--- src/rtl/sed_pkg.sv ---
`default_nettype none

package sed_pkg;

  // Most bytes one input beat can produce: backslash, x, held digit, byte.
  localparam int unsigned MaxBytes = 4;

  typedef enum logic [1:0] {
    MODE_PLAIN = 2'd0,
    MODE_ESC   = 2'd1,
    MODE_HEX1  = 2'd2,
    MODE_HEX2  = 2'd3
  } mode_t;

  // One decoded burst: count bytes from data[0] upward, last flags the final one.
  typedef struct packed {
    logic                       last;
    logic [2:0]                 count;
    logic [MaxBytes-1:0][7:0]   data;
  } cmd_t;

  // Front to queue.
  typedef struct packed {
    logic push;
    cmd_t cmd;
  } push_t;

  localparam logic [7:0] CH_BSLASH = 8'h5C;
  localparam logic [7:0] CH_DQUOTE = 8'h22;
  localparam logic [7:0] CH_N      = 8'h6E;
  localparam logic [7:0] CH_R      = 8'h72;
  localparam logic [7:0] CH_T      = 8'h74;
  localparam logic [7:0] CH_X      = 8'h78;
  localparam logic [7:0] CH_ZERO   = 8'h30;
  localparam logic [7:0] CH_NINE   = 8'h39;
  localparam logic [7:0] CH_LA     = 8'h61;
  localparam logic [7:0] CH_LF     = 8'h66;
  localparam logic [7:0] CH_UA     = 8'h41;
  localparam logic [7:0] CH_UF     = 8'h46;
  localparam logic [7:0] CTL_LF    = 8'h0A;
  localparam logic [7:0] CTL_CR    = 8'h0D;
  localparam logic [7:0] CTL_TAB   = 8'h09;
  localparam logic [7:0] CTL_NUL   = 8'h00;

endpackage

`default_nettype wire

--- src/rtl/sed_front.sv ---
`default_nettype none

module sed_front
  import sed_pkg::*;
(
  input  wire logic       clk,
  input  wire logic       rst,
  input  wire logic       in_valid,
  input  wire logic [7:0] in_byte,
  input  wire logic       in_last,
  input  wire logic       q_full,
  output logic            in_stall,
  output push_t           push
);

  mode_t       mode;
  mode_t       mode_next;
  logic [7:0]  held;
  logic        accept;
  logic        plain_emit;
  logic [4:0]  hex_in;
  logic [4:0]  hex_held;
  cmd_t        cmd;

  // {is_hex, value}
  function automatic logic [4:0] hex_decode(input logic [7:0] c);
    logic [7:0] d;
    begin
      d = 8'd0;
      if (c >= CH_ZERO && c <= CH_NINE) begin
        d = c - CH_ZERO;
        hex_decode = {1'b1, d[3:0]};
      end else if (c >= CH_LA && c <= CH_LF) begin
        d = c - CH_LA + 8'd10;
        hex_decode = {1'b1, d[3:0]};
      end else if (c >= CH_UA && c <= CH_UF) begin
        d = c - CH_UA + 8'd10;
        hex_decode = {1'b1, d[3:0]};
      end else begin
        hex_decode = 5'd0;
      end
    end
  endfunction

  assign accept     = in_valid && !q_full;
  assign in_stall   = q_full;
  assign plain_emit = !(in_byte == CH_BSLASH && !in_last);
  assign hex_in     = hex_decode(in_byte);
  assign hex_held   = hex_decode(held);

  always_comb begin
    mode_next = mode;
    if (accept) begin
      unique case (mode)
        MODE_PLAIN: mode_next = plain_emit ? MODE_PLAIN : MODE_ESC;
        MODE_ESC:   mode_next = (in_byte == CH_X && !in_last) ? MODE_HEX1 : MODE_PLAIN;
        MODE_HEX1: begin
          if (!in_last && hex_in[4]) mode_next = MODE_HEX2;
          else                       mode_next = plain_emit ? MODE_PLAIN : MODE_ESC;
        end
        MODE_HEX2: begin
          if (hex_in[4]) mode_next = MODE_PLAIN;
          else           mode_next = plain_emit ? MODE_PLAIN : MODE_ESC;
        end
        default:    mode_next = MODE_PLAIN;
      endcase
    end
  end

  always_comb begin
    cmd      = '0;
    cmd.last = in_last;
    unique case (mode)
      MODE_PLAIN: begin
        if (plain_emit) begin
          cmd.data[0] = in_byte;
          cmd.count   = 3'd1;
        end
      end
      MODE_ESC: begin
        cmd.count = 3'd1;
        priority if (in_byte == CH_N)      cmd.data[0] = CTL_LF;
        else if (in_byte == CH_R)          cmd.data[0] = CTL_CR;
        else if (in_byte == CH_T)          cmd.data[0] = CTL_TAB;
        else if (in_byte == CH_BSLASH)     cmd.data[0] = CH_BSLASH;
        else if (in_byte == CH_DQUOTE)     cmd.data[0] = CH_DQUOTE;
        else if (in_byte == CH_ZERO)       cmd.data[0] = CTL_NUL;
        else if (in_byte == CH_X) begin
          // wait for digits unless the string ends here
          cmd.data[0] = CH_BSLASH;
          cmd.data[1] = CH_X;
          cmd.count   = in_last ? 3'd2 : 3'd0;
        end else begin
          cmd.data[0] = CH_BSLASH;
          cmd.data[1] = in_byte;
          cmd.count   = 3'd2;
        end
      end
      MODE_HEX1: begin
        cmd.data[0] = CH_BSLASH;
        cmd.data[1] = CH_X;
        cmd.data[2] = in_byte;
        if (!in_last && hex_in[4]) cmd.count = 3'd0;
        else                       cmd.count = plain_emit ? 3'd3 : 3'd2;
      end
      MODE_HEX2: begin
        if (hex_in[4]) begin
          cmd.data[0] = {hex_held[3:0], hex_in[3:0]};
          cmd.count   = 3'd1;
        end else begin
          cmd.data[0] = CH_BSLASH;
          cmd.data[1] = CH_X;
          cmd.data[2] = held;
          cmd.data[3] = in_byte;
          cmd.count   = plain_emit ? 3'd4 : 3'd3;
        end
      end
      default: cmd = '0;
    endcase
  end

  assign push.push = accept && (cmd.count != 3'd0);
  assign push.cmd  = cmd;

  always_ff @(posedge clk) begin
    if (rst) begin
      mode <= MODE_PLAIN;
      held <= 8'd0;
    end else begin
      mode <= mode_next;
      if (accept && mode == MODE_HEX1) begin
        held <= in_byte;
      end
    end
  end

endmodule

`default_nettype wire

--- src/rtl/sed_queue.sv ---
`default_nettype none

module sed_queue
  import sed_pkg::*;
#(
  parameter int unsigned Depth = 4
) (
  input  wire logic  clk,
  input  wire logic  rst,
  input  wire push_t push,
  input  wire logic  pop,
  output logic       full,
  output logic       empty,
  output cmd_t       head
);

  localparam int unsigned PtrW = $clog2(Depth);
  localparam int unsigned CntW = $clog2(Depth + 1);

  cmd_t            mem [Depth];
  logic [PtrW-1:0] wr_ptr;
  logic [PtrW-1:0] rd_ptr;
  logic [CntW-1:0] count;
  logic            do_push;
  logic            do_pop;

  assign full    = (count == CntW'(Depth));
  assign empty   = (count == '0);
  assign do_push = push.push && !full;
  assign do_pop  = pop && !empty;
  assign head    = mem[rd_ptr];

  always_ff @(posedge clk) begin
    if (do_push) begin
      mem[wr_ptr] <= push.cmd;
    end
  end

  always_ff @(posedge clk) begin
    if (rst) begin
      wr_ptr <= '0;
      rd_ptr <= '0;
      count  <= '0;
    end else begin
      if (do_push) begin
        wr_ptr <= (wr_ptr == PtrW'(Depth - 1)) ? '0 : wr_ptr + 1'b1;
      end
      if (do_pop) begin
        rd_ptr <= (rd_ptr == PtrW'(Depth - 1)) ? '0 : rd_ptr + 1'b1;
      end
      unique case ({do_push, do_pop})
        2'b10:   count <= count + 1'b1;
        2'b01:   count <= count - 1'b1;
        default: count <= count;
      endcase
    end
  end

  a_no_push_full: assert property (@(posedge clk) disable iff (rst)
    push.push |-> !full) else $error("burst pushed into full queue");

  a_no_pop_empty: assert property (@(posedge clk) disable iff (rst)
    pop |-> !empty) else $error("pop from empty queue");

endmodule

`default_nettype wire

--- src/rtl/sed_back.sv ---
`default_nettype none

module sed_back
  import sed_pkg::*;
(
  input  wire logic  clk,
  input  wire logic  rst,
  input  wire logic  q_empty,
  input  wire cmd_t  q_head,
  output logic       pop,
  output logic       out_valid,
  input  wire logic  out_stall,
  output logic [7:0] out_byte,
  output logic       out_last
);

  cmd_t       cur;
  logic       cur_valid;
  logic [1:0] idx;
  logic       last_beat;
  logic       advance;
  logic       take;

  assign last_beat = (({1'b0, idx} + 3'd1) == cur.count);
  assign take      = cur_valid && !out_stall;
  assign advance   = !cur_valid || (take && last_beat);
  assign pop       = advance && !q_empty;

  assign out_valid = cur_valid;
  assign out_byte  = cur.data[idx];
  assign out_last  = cur.last && last_beat;

  always_ff @(posedge clk) begin
    if (advance) begin
      cur <= q_head;
    end
  end

  always_ff @(posedge clk) begin
    if (rst) begin
      cur_valid <= 1'b0;
      idx       <= 2'd0;
    end else if (advance) begin
      cur_valid <= !q_empty;
      idx       <= 2'd0;
    end else if (take) begin
      idx <= idx + 2'd1;
    end
  end

  a_count_legal: assert property (@(posedge clk) disable iff (rst)
    cur_valid |-> (cur.count != 3'd0 && cur.count <= 3'(MaxBytes)))
    else $error("held burst has an illegal byte count");

  a_mid_burst_holds: assert property (@(posedge clk) disable iff (rst)
    (take && !last_beat) |=> (cur_valid && idx == $past(idx) + 2'd1))
    else $error("burst dropped before its final byte");

endmodule

`default_nettype wire

--- src/rtl/string_escape_decoder.sv ---
`default_nettype none
// Path: an input beat's decoded bytes are written into the burst queue and then loaded
//   into the output register, from which they are presented.
// Throughput: one input beat per cycle while the queue has room; the output side sends
//   one byte per cycle while not stalled; a k-byte beat holds the back end till all are sent.
// Input stall rises only when the burst queue (QueueDepth entries) is full.
// Reset (rst, synchronous, active high) returns the parser to plain text and empties
//   the queue and the output register.

module string_escape_decoder
  import sed_pkg::*;
#(
  parameter int unsigned QueueDepth = 4
) (
  input  wire logic       clk,
  input  wire logic       rst,
  input  wire logic       in_valid,
  output logic            in_stall,
  input  wire logic [7:0] in_byte,
  input  wire logic       in_last,
  output logic            out_valid,
  input  wire logic       out_stall,
  output logic [7:0]      out_byte,
  output logic            out_last
);

  push_t push;
  cmd_t  q_head;
  logic  q_full;
  logic  q_empty;
  logic  pop;

  // Front end: run the escape parser on each accepted beat and turn it into
  // a burst of zero to four bytes; empty bursts are dropped here.
  sed_front u_front (
    .clk      (clk),
    .rst      (rst),
    .in_valid (in_valid),
    .in_byte  (in_byte),
    .in_last  (in_last),
    .q_full   (q_full),
    .in_stall (in_stall),
    .push     (push)
  );

  // Burst queue: lets the parser keep taking beats while the back end drains
  // a long burst or waits on a stalled output.
  sed_queue #(
    .Depth (QueueDepth)
  ) u_queue (
    .clk   (clk),
    .rst   (rst),
    .push  (push),
    .pop   (pop),
    .full  (q_full),
    .empty (q_empty),
    .head  (q_head)
  );

  // Back end: hold one burst in the output register and send its bytes one
  // beat at a time; load the next burst on the final byte's handshake.
  sed_back u_back (
    .clk       (clk),
    .rst       (rst),
    .q_empty   (q_empty),
    .q_head    (q_head),
    .pop       (pop),
    .out_valid (out_valid),
    .out_stall (out_stall),
    .out_byte  (out_byte),
    .out_last  (out_last)
  );

endmodule

`default_nettype wire
--- config.mk ---
export PLATFORM = sky130hd
export DESIGN_NAME = string_escape_decoder
export DESIGN_NICKNAME = d
export VERILOG_FILES = /design/src/rtl/sed_pkg.sv /design/src/rtl/sed_front.sv /design/src/rtl/sed_queue.sv /design/src/rtl/sed_back.sv /design/src/rtl/string_escape_decoder.sv
export SDC_FILE = /design/constraint.sdc
export NUM_CORES = 1
export LEC_CHECK = 0
export ABC_AREA = 1
export BUFFER_PORTS_ARGS = -buffer_cell sky130_fd_sc_hd__buf_2
export CAP_MARGIN = 20
export CORE_UTILIZATION = 62
export CTS_CLUSTER_SIZE = 8
export DETAILED_ROUTE_END_ITERATION = 6
export PLACE_DENSITY = 0.8
export SYNTH_ARGS = -nofsm -noshare
export SYNTH_HDL_FRONTEND = slang
export SYNTH_SLANG_ARGS = --single-unit
--- constraint.sdc ---
create_clock -name clk -period 6.95 [get_ports clk]
set_input_delay 0 -clock clk [delete_from_list [all_inputs] [get_ports clk]]
set_output_delay 0 -clock clk [all_outputs]
set_load 0.05 [all_outputs]
=== Yosys cells after proc, flatten, opt, wreduce, memory -nomap -nowiden ===
Memory sizes are Yosys's and may differ from the RTL's. A register that Yosys moved wholly into a read port is not among the register bits.
Cells that the tools add are included.
W data, S select, Z words.

* $add $sub $neg: 16
* Magnitude comparators: 13
* Equality and inequality tests: 16
* Multiplexer cells: 52
* Reduce and logical (&&, ||, !) cells: 29

{| class="wikitable"
|+ Operators with widths
! cell !! number
|-
| $mux W8 || 16
|-
| $eq A8 B7 Y1 const B || 5
|-
| $ge A8 B7 Y1 const B || 4
|-
| $le A8 B7 Y1 const B || 4
|-
| $pmux W8 S4 || 1
|-
| $mux W3 || 10
|-
| $mux W24 || 1
|-
| $pmux W8 S3 || 1
|-
| $sub A4 B1 Y4 const B || 6
|-
| $logic_and A1 B1 Y1 || 18
|-
| $add A4 B4 Y4 const B || 4
|-
| $bmux W8 S2 || 1
|-
| $eq A8 B6 Y1 const B || 2
|-
| $ge A8 B6 Y1 const B || 2
|-
| $le A8 B6 Y1 const B || 2
|-
| $mux W16 || 1
|-
| $pmux W8 S2 || 1
|-
| $mux W5 || 3
|-
| $mux W2 || 6
|-
| $mux W4 || 3
|-
| $pmux W3 S4 || 1
|-
| $eq A2 B2 Y1 const B || 5
|-
| $pmux W2 S4 || 1
|-
| $add A2 B1 Y2 const B || 3
|-
| other kinds (16) || 25
|}

* Register bits after elaboration: 20
* Bits in writable memories: 144
* Input bits: 13
* Output and inout bits: 11
* Memories kept: 1

{| class="wikitable"
|+ Memory list
! name !! words !! bits a word !! read ports !! clocked after Yosys merged registers in !! write ports !! line !! text
|-
| u_queue.mem || 4 || 36 || 1 || 1 || 1 || sed_queue.sv:20 || <nowiki>cmd_t mem [Depth];</nowiki>
|}

=== Longest topological paths before layout ===
Gate-level depths: netlist (run 1).

* Word-level depth: 14
* Depth in mapped cells: 22
* Depth with buffers taken out: 22

=== Hierarchy ===
A second synthesis (run 1) with hierarchy kept.

* Cells, all modules: 757
* Area total of the unflattened synthesis: 9,111.2 um^2

{| class="wikitable"
|+ By module, submodules not included
! module !! times used !! cells an instance !! area an instance (um^2) !! seq. area each (um^2)
|-
| sed_queue || 1 || 419 || 6,163.4 || 4,504.3
|-
| sed_back || 1 || 115 || 1,554.0 || 1,141.1
|-
| sed_front || 1 || 223 || 1,393.8 || 200.2
|}

=== Worst setup path after synthesis (run 1) ===
OpenSTA, ideal clock, no wires.

* Kind: flip-flop to flip-flop
* Start: reg u_back.idx[0]
* End: reg u_queue.count[2]
* Setup time: 0.122 ns
* Data arrival time: 5.324 ns
* Slack: 1.504 ns
* Stages on the path, launching flop included: 14
* Path buffers: 0
* Clock period less this slack: 5.446 ns
* Cells stage by stage: dfxtp_1 ha_1 xnor2_1 nand3_1 o21ai_0 o31ai_1 inv_1 ha_1 inv_1 fa_1 a21oi_1 o21ai_0 o21ai_0 a21oi_1

* Word-level cells in the longest chain between the ends: 8
* Elaborated cells between the ends (all ways): 10
* Those cells by class: add/sub (1); eq/ne (3); mux (1); reduce/logical (5)

{| class="wikitable"
|+ RTL lines
! element !! line !! text
|-
| from (decl) || sed_back.sv:19 || <nowiki>logic [1:0] idx;</nowiki>
|-
| from (signal assigned) || sed_back.sv:47 || <nowiki>idx <= idx + 2'd1;</nowiki>
|-
| $add A2 B1 Y3 (*) || sed_back.sv:24 || <nowiki>assign last_beat = (({1'b0, idx} + 3'd1) == cur.count);</nowiki>
|-
| $eq A3 B3 Y1 (*) || sed_back.sv:24 ||
|-
| $logic_and A1 B1 Y1 (*) || sed_back.sv:26 || <nowiki>assign advance = !cur_valid || (take && last_beat);</nowiki>
|-
| $logic_or A1 B1 Y1 (*) || sed_back.sv:26 ||
|-
| $logic_and A1 B1 Y1 (*) || sed_back.sv:27 || <nowiki>assign pop = advance && !q_empty;</nowiki>
|-
| $logic_and A1 B1 Y1 (*) || sed_queue.sv:30 || <nowiki>assign do_pop = pop && !empty;</nowiki>
|-
| named net u_queue.do_pop || sed_queue.sv:25 || <nowiki>logic do_pop;</nowiki>
|-
| $eq A2 B1 Y1 / $eq A2 B2 Y1 (equally long branches) || sed_queue.sv:51 || <nowiki>unique case ({do_push, do_pop})</nowiki>
|-
| $pmux W3 S2 / $reduce_bool A2 Y1 (equally long branches) || n/a ||
|-
| to (signal assigned) || sed_queue.sv:52 || <nowiki>2'b10: count <= count + 1'b1;</nowiki>
|-
| to (signal assigned) || sed_queue.sv:53 || <nowiki>2'b01: count <= count - 1'b1;</nowiki>
|-
| to (signal assigned) || sed_queue.sv:54 || <nowiki>default: count <= count;</nowiki>
|-
| to (decl) || sed_queue.sv:23 || <nowiki>logic [CntW-1:0] count;</nowiki>
|}

Mark *: on every way through the listed nets, which the timed path passes. The rest lies on a longest branch.
A chain may end at the register's enable or synchronous reset.

==> flow_summary.yaml, run 1 <==
run_status:
  outcome: "completed"
clock_network:
  numCtsBuffers: 17
  cts_num_sinks: 200
  cts.repair.resized: 0
  cts.htree.levels: 4
  ctsHoldBuffers: 9
  cts-root-buf: "clkbuf_16"
  clkLatencyLatePin_ns: 0.43
  path_clk_slew_ns: 0.07
  cts_tree: "yes"
  post_cts_buffers: 0
  cts_buffer_depth: 2
logic_synthesis:
  yosys_warnings: 0
  ys_ff_latch: 200
  yosys.area.top_type: "edfxtp_1"
  synth_cell_types: 37
  synth_edf_count: 180
  synth_top_flop_cell: "edfxtp_1"
  synthesis.instances: 765
  syn_area_per_cell_um2: 11.2
  async_reset_ff_frac: 0
  syn_nets: 794
  ys_seq_area_frac: 0.675
  synth_top_area_share: 0.628
  synth_common_cells: "edfxtp_1 (180), nor2_1 (134), o21ai_0 (116)"
  synth_most_common_cell: "edfxtp_1"
  syn-cell-area_mm2: 0.00860
  synthTopCellsByArea: "edfxtp_1 (63%), o21ai_0 (6.7%), nor2_1 (5.8%)"
timing:
  finalHoldWorstSlack_ns: 0.0244
  rsz0062_at_grt: "no"
  setup_tns_ns: 0
  max-slew-margin-rel: 0.482
  period_share: 0.489
  tightest_slew_ns: 0.776
  skew_ns: 0.00536
  finalSetupViolations: 0
  slew_violations: 0
  period_minus_slack_ns: 3.40
  fmax_ghz: 0.294
  hold_viol_final: 0
global_routing:
  groute.usage.overall: 0.290
  busiest_layer: "met2"
  grt_pass1_wl_um: 30900
  gr-usage-met1: 0.388
  first_global_vias: 5973
  gr-usage-met2: 0.470
  use_met3: 0.0585
  grt_antenna_before_repair: 0
  grt.overflow.total: 0
  grt_max_degree: 75
critical_path:
  worstSetupPathType: "input pin to flip-flop"
  worstPathMaxFanout: 17
  worstPathArrival_ns: 3.72
  start_kind: "input pin"
  worst_setup_path_end_kind: "flip-flop"
  worstPathRequired_ns: 7.27
floorplan:
  dieWidth_um: 120
  row_count: 42
  ios: 24
  fp.dieH_um: 120
  die-area_mm2: 0.0143
  start_util: 0.642
  core-area_mm2: 0.0134
route:
  firstDrtPassIters: 6
  drcViolationCount: 0
  totalWireLength_um: 19500
  drt_iter0_markers: 785
  via_per_inst: 6.30
  final_antenna_net_count: 0
  wl_per_cell_um: 19.9
  vias: 6192
layout:
  fin_nets: 823
  area_growth_pct: 11.8
  diodes: 0
  drive_gt1_frac: 0.125
pwr:
  p_per_area_mw_per_mm2: 386
  p_leak_nw: 3.46
  peakVddDrop_v: 0.000206
min_path:
  hp-class: "input pin to flip-flop"
placed_design:
  port_buffers: 23
  gp_congestion: 1.09
  dp_hpwl_um: 12200
run:
  max_cap_violations: 0
[metrics by stage]
step                setup WS (ns)   util  cells  total power, W  instance area [µm²]
CTS                          3.68  0.716    982         0.00370                 9600
detailed placement           3.76  0.666    941         0.00273                 8920
finish                       3.55  0.718    983         0.00371                 9620
global placement             3.92  0.666    941         0.00267                 8920
floorplan                    1.50      -    765         0.00242                 8600
global route                 3.31  0.718    983         0.00388                 9620
[registers in the layout (all words and copies together) (netlist names)]
name	flops
u_front.held	8
u_queue.wr_ptr	2
u_back.out_valid	1
u_back.cur	36
u_front.mode	2
u_queue.rd_ptr	2
u_queue.count	3
u_queue.mem	144
u_back.idx	2
[logic make-up after synthesis]
group / Yosys count / share of synthesized area
compound gates: 206 / 0.132
xor+xnor: 7 / 0.00713
fa+ha+maj: 16 / 0.0241
buf+inv: 95 / 0.0417
flops: 200 / 0.675
simple gates: 241 / 0.120
[power by group]
part | internal, W | switching, W | leakage, nW
logic | 0.000272 | 0.000751 | 1.30
registers | 0.00163 | 0.0000825 | 1.88
clock network | 0.000563 | 0.000414 | 0.279
total | 0.00246 | 0.00125 | 3.46
[layout by cell type, fill, tap and decap left out, drive strengths merged, types with 19 or more instances in the layout]
master	n
a21oi	25
buf	32
clkbuf	19
dfxtp	20
edfxtp	180
inv	65
nand2	69
nand3	19
nor2	143
o21ai	118
o22ai	52
[cell type report]
| type | instances | area, µm² |
|---|---|---|
| clock buffer | 19 | 433 |
| fill | 861 | 3780 |
| clock inverter | 13 | 153 |
| tap | 176 | 220 |
| inverter | 64 | 240 |
| timing repair buffer | 41 | 285 |
| sequential | 200 | 5810 |
| multi-input combinational | 470 | 2480 |
[metal layers]
metal | wire [µm] | vias to the layer above
li1 | - | 2783
met1 | 7740 | 2973
met2 | 9450 | 368
met3 | 1890 | 68
met4 | 457 | 0
met5 | 0 | -
[critical path, stage by stage]
cell	delay, ns
dlygate4sd3_1	0.53
buf_2	0.18
inv_1	0.20
ha_1	0.28
inv_1	0.10
nand3_1	0.11
nand2_1	0.07
nor2_2	0.19
inv_2	0.08
nand3_2	0.13
inv_2	0.07
nand2_4	0.17
nor2_4	0.07
nor2_1	0.13
nand2_2	0.08
nand2_4	0.16
ha_1	0.17
inv_1	0.07
fa_1	0.43
a21oi_1	0.15
o21ai_0	0.12
o21ai_0	0.16
a21oi_1	0.06
[worst paths after layout]
kind / start / end / slack (ns) / depth (start not counted)
min: in_byte[3] / u_front.held[3]$_SDFFE_PP0P_ / 0.02 / 3
max reg2reg: u_back.idx[0]$_SDFFE_PP0P_ / u_queue.count[2]$_SDFFE_PP0P_ / 3.68 / 13
min reg2reg: u_queue.count[0]$_SDFFE_PP0P_ / u_queue.count[0]$_SDFFE_PP0P_ / 0.53 / 1
max: in_byte[0] / u_queue.count[2]$_SDFFE_PP0P_ / 3.55 / 23
Power figures use the tool's default switching activity.
==> inputs of run 2 (changes only) <==
Settings changed: ABC_AREA 1 to 0, CORE_UTILIZATION 62 to 56, PLACE_DENSITY 0.8 to 0.77.
Clock period 6.95 ns to 3 ns, I/O delays scaled along.
==> run 2 against run 1 <==
  * Highest routed layer unchanged
  * Power increased by 110%
  * Global-route usage decreased by 6.3 points
  * Non-clock buffer count increased by 18
  * Hold slack improved by 0.030 ns
  * Final area increased by 1.5%
  * Area after synthesis decreased by 0.44%
  * Die area increased by 10%
  * Count of clock-buffer cells in the layout unchanged
  * The run now ends with design-rule violations left
  * Sequential power increased by 130%
  * Clock power increased by 120%
  * Routed wire length decreased by 15%
==> flow_summary.yaml, run 2 <==
run_status:
  outcome: "complete, but fails checks"
  violations: "design-rule violations"
route:
  final_antenna_net_count: 0
  totalWireLength_um: 16600
  firstDrtPassIters: 7
  drcViolationCount: 1
  wl_per_cell_um: 21.9
  drt_iter0_markers: 432
  vias: 4792
  via_per_inst: 6.32
logic_synthesis:
  yosys_warnings: 0
  synth_edf_count: 180
  synth_most_common_cell: "edfxtp_1"
  ys_seq_area_frac: 0.678
  synthesis.instances: 514
  synthTopCellsByArea: "edfxtp_1 (63%), mux4_2 (12%), dfxtp_1 (4.7%)"
  async_reset_ff_frac: 0
  yosys.area.top_type: "edfxtp_1"
  syn-cell-area_mm2: 0.00856
  syn_nets: 543
  ys_ff_latch: 200
  synth_top_flop_cell: "edfxtp_1"
  synth_common_cells: "edfxtp_1 (180), mux4_2 (44), nor2_1 (27)"
  synth_top_area_share: 0.631
  synth_cell_types: 62
  syn_area_per_cell_um2: 16.7
clock_network:
  cts-root-buf: "clkbuf_16"
  ctsHoldBuffers: 9
  clkLatencyLatePin_ns: 0.43
  cts.repair.resized: 0
  cts_tree: "yes"
  cts.htree.levels: 4
  path_clk_slew_ns: 0.07
  post_cts_buffers: 0
  cts_buffer_depth: 2
  cts_num_sinks: 200
  numCtsBuffers: 17
global_routing:
  first_global_vias: 4778
  grt_pass1_wl_um: 26400
  groute.usage.overall: 0.227
  grt_antenna_before_repair: 0
  grt_max_degree: 38
  grt.overflow.total: 0
pwr:
  peakVddDrop_v: 0.000501
  power.total_w: 0.00786
  clockPowerShare: 0.270
  seqPwrFrac: 0.489
  swShare: 0.286
  intPower_w: 0.00561
  p_sw_w: 0.00225
  p_per_area_mw_per_mm2: 805
  p_leak_nw: 3.46
  combPwrFrac: 0.240
placed_design:
  dp_slack_ns: -0.0963
  dp_hpwl_um: 10500
  port_buffers: 23
  gp_congestion: 0.958
  numPlacedInstances: 717
run:
  max_cap_violations: 0
timing:
  tightest_slew_ns: 0.608
  skew_ns: 0.0117
  slew_violations: 0
  setup_ws_ns: 0.262
  hold_viol_final: 0
  max-slew-margin-rel: 0.592
  period_share: 0.913
  period_minus_slack_ns: 2.74
  rsz0062_at_grt: "no"
  fmax_ghz: 0.365
  finalSetupViolations: 0
floorplan:
  fp.dieH_um: 126
  start_util: 0.580
  ios: 24
  dieWidth_um: 126
  core-area_mm2: 0.0148
  row_count: 44
  die-area_mm2: 0.0158
critical_path:
  worstSetupPathType: "flip-flop to flip-flop"
  start_kind: "flip-flop"
  worst_setup_path_end_kind: "flip-flop"
  worstPathMaxFanout: 8
  worstPathArrival_ns: 3.10
  worstPathRequired_ns: 3.37
layout:
  instances_no_fill: 758
  largest_reg_flops: 144
  most-common-layout-cells: "edfxtp_1 (180), mux4_2 (44), nor2_1 (27)"
  top_register: "u_queue.mem"
  layout_commonest_cell: "edfxtp_1"
  top_regs: "u_queue.mem x144, u_back.cur x36, u_front.held x8"
  n_fill_cell: 1011
  area_growth_pct: 14.0
  diodes: 0
  drive_gt1_frac: 0.258
  fin_nets: 590
min_path:
  hp-class: "input pin to flip-flop"
-- run 2: changes by cell type after synthesis, sizes merged, moves of 12 or more --
cell,before,now
nor2,143,27
o21ai,118,9
nand2,69,13
inv,63,13
o22ai,52,3
mux4,0,44
and3,0,16
nand3,19,7
-- run 2: cells by family after synthesis --
family	share of synthesized area
AO/OA/AOI/OAI	0.0643
XOR/XNOR	0.00818
adder cells (fa/ha/maj)	0.0243
buffers and inverters	0.0216
flip-flops	0.678
multiplexers	0.129
AND/OR/NAND/NOR	0.0747
-- run 2: layout make-up --
type                            count  area (µm²)  area share
Multi-Input combinational cell    268        2650       0.271
Sequential cell                   200        5810       0.595
Tap cell                          184         230      0.0236
Clock buffer                       19         433      0.0443
Timing Repair Buffer               59         470      0.0482
Clock inverter                     13         119      0.0122
Inverter                           15        56.3     0.00577
-- run 2: critical path, stage by stage (launching register included) --
cell      delay, ns
dfxtp_1        0.48
nand2b_1       0.12
a31oi_1        0.27
o311a_4        0.30
a311o_1        0.15
o22ai_2        0.09
inv_2          0.12
ha_2           0.20
inv_2          0.04
fa_2           0.33
xor2_1         0.15
or3_1          0.30
a21oi_1        0.12
-- run 2: power groups by stage --
stage	clock network [W]	logic (W)	registers (W)
3_5_place_dp	0	0.00190	0.00391
3_3_place_gp	0	0.00186	0.00388
6_report	0.00213	0.00189	0.00385
4_1_cts	0.00215	0.00192	0.00386
2_1_floorplan	0	0.00147	0.00382
5_1_grt	0.00227	0.00203	0.00390
-- run 2: stage by stage --
| step | utilization | area [µm²] | hold slack, ns | TNS [ns] |
|---|---|---|---|---|
| 3_5_place_dp | 0.618 | 9120 | 0.313 | -0.0963 |
| 5_1_grt | 0.662 | 9760 | 0.0888 | 0 |
| 3_3_place_gp | 0.618 | 9120 | 0.308 | 0 |
| 2_1_floorplan | - | 8630 | 0.0989 | 0 |
| 4_1_cts | 0.662 | 9760 | 0.0309 | 0 |
| 6_report | 0.662 | 9760 | 0.0539 | 0 |
-- run 2: path summary, 6_finish.rpt --
path	startpoint	endpoint	slack, ns	cells after the start
worst max register to register	u_front.mode[0]$_SDFFE_PP0P_	u_queue.count[2]$_SDFFE_PP0P_	0.26	12
worst max-delay path	u_front.mode[0]$_SDFFE_PP0P_	u_queue.count[2]$_SDFFE_PP0P_	0.26	12
worst min-delay path	in_byte[0]	u_front.held[0]$_SDFFE_PP0P_	0.05	4
worst min register to register	u_queue.wr_ptr[1]$_SDFFE_PP0P_	u_queue.wr_ptr[1]$_SDFFE_PP0P_	0.54	2
-- run 2: metal layers --
layer	vias up	share of wire	GRT usage
met3	17	0.046	0.0493
met4	0	0.013	0.0653
li1	2140	-	-
met5	-	0	0
met2	151	0.49	0.358
met1	2484	0.45	0.321
